File: config.mk
export PLATFORM = sky130hd
export DESIGN_NAME = dtc_cost_unit
export DESIGN_NICKNAME = d
export VERILOG_FILES = /design/src/design/dtc_pkg.sv /design/src/design/dtc_cost_unit.sv
export SDC_FILE = /design/constraint.sdc
export NUM_CORES = 1
export LEC_CHECK = 0
export BUFFER_PORTS_ARGS = -buffer_cell sky130_fd_sc_hd__clkbuf_2
export CORE_MARGIN = 10
export CORE_UTILIZATION = 35
export DETAILED_ROUTE_END_ITERATION = 7
export SYNTH_ARGS = -nofsm -noshare
export SYNTH_HDL_FRONTEND = slang
export SYNTH_SLANG_ARGS = --single-unit
File: constraint.sdc
create_clock -name vclk -period 9.7
set_input_delay 2.91 -clock vclk [all_inputs]
set_output_delay 2.91 -clock vclk [all_outputs]
set_load 0.01 [all_outputs]
File: src/design/dtc_pkg.sv
package dtc_pkg;

   localparam int MAX_BITS_DEF  = 8;
   localparam int COST_BITS_DEF = 16;

   // configuration register indexes
   localparam logic [1:0] CSR_BIT_COUNT  = 2'd0;
   localparam logic [1:0] CSR_COST_KIND  = 2'd1;
   localparam logic [1:0] CSR_SOLVE_MODE = 2'd2;

   // solve modes
   localparam logic [1:0] MODE_PLAIN  = 2'd0;
   localparam logic [1:0] MODE_SUBSET = 2'd1;
   localparam logic [1:0] MODE_HELPER = 2'd2;

   // reset values
   localparam logic [3:0] BIT_COUNT_RST = 4'd4;

   typedef struct packed {
      logic truth_bit;
      logic companion_bit;
      logic last_entry;
   } req_type;

   typedef struct packed {
      logic [15:0] tree_cost;
      logic        length_error;
   } rsp_type;

   // 3 to the power k, elaboration only
   function automatic int pow3(input int k);
      int r;
      r = 1;
      for (int i = 0; i < k; i++) begin
         r = r * 3;
      end
      return r;
   endfunction

endpackage

File: src/design/dtc_cost_unit.sv
// Combines the costs of two branches: 1+max for depth, 1+sum for node count,
// saturated at the all-ones cost.
module dtc_cost_unit #(
   parameter int COST_BITS = dtc_pkg::COST_BITS_DEF
) (
   input  logic                 kind,
   input  logic [COST_BITS-1:0] cost_a,
   input  logic [COST_BITS-1:0] cost_b,
   output logic [COST_BITS-1:0] cost_y
);

   logic [COST_BITS+1:0] raw;

   always_comb begin
      if (kind) begin
         raw = {2'b00, cost_a} + {2'b00, cost_b} + (COST_BITS+2)'(1);
      end else begin
         raw = {2'b00, ((cost_a > cost_b) ? cost_a : cost_b)} + (COST_BITS+2)'(1);
      end
      // saturate
      if (raw[COST_BITS+1:COST_BITS] != 2'b00) begin
         cost_y = '1;
      end else begin
         cost_y = raw[COST_BITS-1:0];
      end
   end

endmodule

==> flow_metrics.tcl, run 1 <==
set metrics [dict create \
    total_leakage_power_nw 1.16 \
    ff_latch_area_um2 0 \
    hold_start "cost_b[13]" \
    ant_nets 0 \
    worstSetupPathType "in2out" \
    hold_end "cost_y[13]" \
    grt_pass1_wl_um 11200 \
    antenna_found_initial 0 \
    drtIter0Drc 85 \
    place.port_buffers 49 \
    path_common_cell "and3_1" \
    dp_cells 431 \
    final_core_util_pct 42.8 \
    cp_data_arrival_time_ns 6.43 \
    first_global_vias 2397 \
    netlist_area_um2 2120 \
    synth_area_leaders "ha_1, xnor2_1, inv_1, o211ai_2, nand3_1" \
    cp_max_fo 10 \
    die_w_um 97.9 \
    cp-startpoint "cost_b[15]" \
    worst_ep_required_time_ns 6.79 \
    cpPeakStageDelay_ns 0.38 \
    synthAdderAreaFrac_pct 20.4 \
    wl_um 6680 \
    slew_viol_final 0 \
    seq_area_frac_synth_pct 0 \
    fin_crit_sh_pct 96.3 \
    layout.nets 427 \
    synth_simple_gate_area_share_pct 27.8 \
    coreArea_um2 5920 \
    fp.dieH_um 97.9 \
    place_hpwl_um 5680 \
    synth.top_cells.by_count "ha_1, inv_1, xnor2_1, nand2_1, nand3_1" \
    areaGrowthSynthToFinish_pct 19.2 \
    n_fill_cell 636 \
    cp_top_family "simple AND/OR/NAND/NOR gates" \
    path_buf_inv 4 \
    fin_cells 433 \
    maxCapViolations 0 \
    start_kind "input pin" \
    slowest_stage "ha_1" \
    synth_top_family_by_area "simple AND/OR/NAND/NOR gates" \
    setup-tns-final_ns 0 \
    final_layout_size_suffix_gt1_share_pct 22.9 \
    synth_fp_nets 373 \
    gr-usage-all-layers_pct 13.0 \
    ir_worst_vdd_uv 21.1 \
    gp_congestion 0.886 \
    yosys.area.top_type "ha_1" \
    max_slew.worst_pin.slew_ns 0.607 \
    synth.distinct_cells 49 \
    crit_chain "clkbuf_2 > inv_1 > ha_1 > and3_1 > nand4_1 > nor3_2 > a211o_1 > and2_1 > o21ai_0 > ha_2 > and4_1 > nand2_1 > nor3_2 > and3_1 > and3_1 > a311oi_4 > buf_6 > o211ai_2 > clkbuf_2" \
    diodes 0 \
    grt_max_degree 33 \
    synthMuxAreaShare_pct 2.89 \
    outcome "completed" \
    hold_depth 5 \
    syn_area_per_cell_um2 6.94 \
    synth.top_cell.area_share_pct 19.4 \
    synth_xor_area_share_pct 12.8 \
    timing.fmax_mhz 107 \
    synth-compound-area-share_pct 27.6 \
    setup_viol 0 \
    synth.most_common_cell "ha_1" \
    hold_class "in2out" \
    yosys_warnings 0 \
    first_pass_iters 5 \
    rsz0062_at_grt "false" \
    critPathCaptureType "primary output" \
    num_rows 28 \
    grt.overflow.total 0 \
    nClkBuffers 0 \
    wire_per_inst_um 15.4 \
    dieArea_um2 9580 \
    initial_utilization_pct 35.9 \
    vias 2389 \
    multi_input_area_um2 1960 \
    seq_cell_count 0 \
    finalCriticalPeriod_ns 9.34 \
    synth_cells 306 \
    power_density_nw_per_um2 60.3 \
    viasPerCell 5.52 \
    slew_headroom_pct 59.0 \
    drc 0 \
    io_pins 49 \
    hold_viol 0 \
]
metal layers:
metal	global-route usage [%]	share of wire, %	vias to the layer above
met2	23.6	49	59
met3	1.62	5.7	0
met1	16.7	46	1113
met5	0	0	-
li1	-	-	1217
met4	0.783	0	0
power breakdown:
part           switching [mW]  internal [mW]  leakage [nW]
Clock                       0              0             0
Sequential                  0              0             0
Combinational          0.0874         0.0653          1.16
Total                  0.0874         0.0653          1.16
logic make-up (layout without fill, tap and decap cells):
group,count (synthesis),count (layout)
buf+inv,43,95
mux,6,6
simple gates,116,116
fa+ha+maj,34,34
xor+xnor,31,31
compound gates,76,76
stage by stage:
| step | cell area (µm²) | setup WS (ns) | total power, mW | hold slack, ns |
|---|---|---|---|---|
| after floorplan | 2120 | 0.472 | 0.100 | 6.04 |
| after global placement | 2490 | 0.138 | 0.150 | 6.36 |
| after detailed placement | 2490 | 0.108 | 0.151 | 6.37 |
| after CTS | 2490 | 0.103 | 0.152 | 6.37 |
| after global routing | 2530 | 0.0428 | 0.171 | 6.40 |
| final | 2530 | 0.356 | 0.153 | 6.36 |
tightest hold or removal path: stages:
cell,delay [ns]
clkbuf_2,0.12
xnor2_1,0.12
o211ai_1,0.10
o211ai_2,0.08
clkbuf_2,0.13
worst max-delay path by stage:
| stage | end | cells after the start |
|---|---|---|
| 2_1_floorplan | cost_y[14] | 20 |
| 3_3_place_gp | cost_y[6] | 19 |
| 3_5_place_dp | cost_y[15] | 18 |
| 4_1_cts | cost_y[6] | 18 |
| 5_1_grt | cost_y[3] | 20 |
| 6_report | cost_y[6] | 19 |
cell usage in the layout, fill, tap and decap left out, types with 2 or more instances in the layout:
| master | count |
|---|---|
| and3_1 | 7 |
| o21ai_0 | 11 |
| nor3_1 | 6 |
| xor2_1 | 3 |
| o21a_1 | 3 |
| nand2_1 | 24 |
| nor3_2 | 3 |
| and2_1 | 2 |
| nand3_1 | 21 |
| o21ai_1 | 3 |
| or3_1 | 5 |
| and4_1 | 2 |
| nor2_1 | 20 |
| mux2i_1 | 5 |
| o21bai_1 | 4 |
| a21oi_1 | 20 |
| nor4_1 | 7 |
| nand2b_1 | 5 |
| nor2b_1 | 2 |
| inv_1 | 32 |
| buf_4 | 13 |
| a21o_1 | 2 |
| ha_1 | 32 |
| a211o_1 | 2 |
| nand4_1 | 8 |
| o211ai_2 | 9 |
| clkbuf_2 | 49 |
| xnor2_1 | 28 |
| o211ai_1 | 7 |
repair_timing:
| item | in CTS | in global routing |
|---|---|---|
| setup endpoints to repair | 0 | 16 |
| buffers inserted | 0 | 2 |
| gates resized for setup | 0 | 7 |
| hold buffers | 0 | 0 |
final cells by class:
cell class	instances	area share, %
Multi-Input combinational cell	263	77.6
Tap cell	75	3.71
Timing Repair Buffer	63	14.0
Inverter	32	4.75
Note: power is estimated with default switching activity, not from simulation.
==> run 2: changes to the inputs <==
--- a/config.mk
+++ b/config.mk
@@ -6,7 +6,6 @@
 export NUM_CORES = 1
 export LEC_CHECK = 0
 export BUFFER_PORTS_ARGS = -buffer_cell sky130_fd_sc_hd__clkbuf_2
-export CORE_MARGIN = 10
 export CORE_UTILIZATION = 35
 export DETAILED_ROUTE_END_ITERATION = 7
 export SYNTH_ARGS = -nofsm -noshare
==> run 2 against run 1 <==
Critical path depth is the same. Total power is 1.6% lower. Critical endpoint is now cost_y[5]. Via count rose by 0.75%.
==> flow_metrics.tcl, run 2 (synthesis results as in run 1) <==
set metrics [dict create \
    layout.nets 422 \
    fin_crit_sh_pct 96.4 \
    gr-usage-all-layers_pct 19.7 \
    hold_slack_ns 6.34 \
    initial_utilization_pct 36.1 \
    final_cell_mix "clkbuf_2, inv_1, ha_1" \
    dieArea_um2 6380 \
    grt_pass1_wl_um 10300 \
    nClkBuffers 0 \
    slew_viol_final 0 \
    first_pass_iters 4 \
    hold_class "in2out" \
    place_hpwl_um 5280 \
    num_rows 28 \
    grt.overflow.total 0 \
    ir_worst_vdd_uv 25.6 \
    grt_max_degree 33 \
    wl_um 6380 \
    dp_slack_ns 0.191 \
    maxCapViolations 0 \
    slew_headroom_pct 50.3 \
    max_slew.worst_pin.slew_ns 0.745 \
    ant_nets 0 \
    wire_per_inst_um 14.9 \
    cts_setup_buffers 0 \
    hold_viol 0 \
    fp.dieH_um 79.9 \
    drtIter0Drc 107 \
    multi_input_area_um2 1950 \
    coreArea_um2 5890 \
    cp_max_fo 10 \
    areaGrowthSynthToFinish_pct 16.7 \
    vias 2407 \
    outcome "completed" \
    critPathCaptureType "primary output" \
    cp_data_arrival_time_ns 6.44 \
    total_leakage_power_nw 1.13 \
    finalCriticalPeriod_ns 9.35 \
    gp_congestion 0.836 \
    worst_ep_required_time_ns 6.79 \
    die_w_um 79.9 \
    diodes 0 \
    setup_viol 0 \
    setup-tns-final_ns 0 \
    place.port_buffers 49 \
    n_fill_cell 626 \
    power_density_nw_per_um2 60.7 \
    first_global_vias 2250 \
    drc 0 \
    io_pins 49 \
    seq_cell_count 0 \
    worst_slack_ns 0.352 \
    worstSetupPathType "in2out" \
    timing.fmax_mhz 107 \
    start_kind "input pin" \
    viasPerCell 5.62 \
    ff_latch_area_um2 0 \
    rsz0062_at_grt "false" \
    antenna_found_initial 0 \
    final_layout_size_suffix_gt1_share_pct 21.2 \
    layout_commonest_cell "clkbuf_2" \
]
run 2: routing by layer:
layer | wire [µm] | track usage [%]
met1 | 2990 | 26.1
met2 | 3070 | 35.8
met3 | 260 | 0.571
met4 | 53 | 2.86
met5 | 0 | 0
run 2: final cells by class:
class / count / share of cell area [%]
inverter: 32 / 4.85
multi-input combinational: 263 / 78.7
tap: 75 / 3.79
timing repair buffer: 58 / 12.6
run 2: per-stage QoR:
step	instances	util, %	area, µm²	power [mW]
floorplan	306	-	2120	0.100
global placement	428	41.9	2470	0.148
detailed placement	428	41.9	2470	0.149
CTS	428	41.9	2470	0.150
global route	428	42.1	2480	0.166
finish	428	42.1	2480	0.150
run 2: worst paths after layout:
path | slack [ns] | to | from | depth (start not counted)
worst max-delay path | 0.35 | cost_y[5] | cost_b[9] | 19
worst min-delay path | 6.34 | cost_y[13] | cost_b[13] | 5
run 2: repair_timing:
item | 4_1_cts | 5_1_grt
setup endpoints to repair | 0 | 15
hold buffers | 0 | 0
gates resized for setup | 0 | 4
run 2: where the power goes:
part / switching, mW / internal [mW] / leakage (nW) / total, mW
Clock: 0 / 0 / 0 / 0
Sequential: 0 / 0 / 0 / 0
Combinational: 0.0872 / 0.0631 / 1.13 / 0.150
Total: 0.0872 / 0.0631 / 1.13 / 0.150
run 2: critical path: stages:
cell	delay [ns]
clkbuf_2	0.14
inv_1	0.06
ha_2	0.31
a211o_1	0.32
o211ai_2	0.07
a21oi_1	0.10
a211o_1	0.31
and2_1	0.18
o21ai_1	0.18
ha_2	0.26
and4_1	0.27
nand2_1	0.07
nor3_1	0.23
and3_1	0.22
and3_1	0.22
a311oi_4	0.11
buf_4	0.21
o211ai_1	0.09
clkbuf_2	0.16
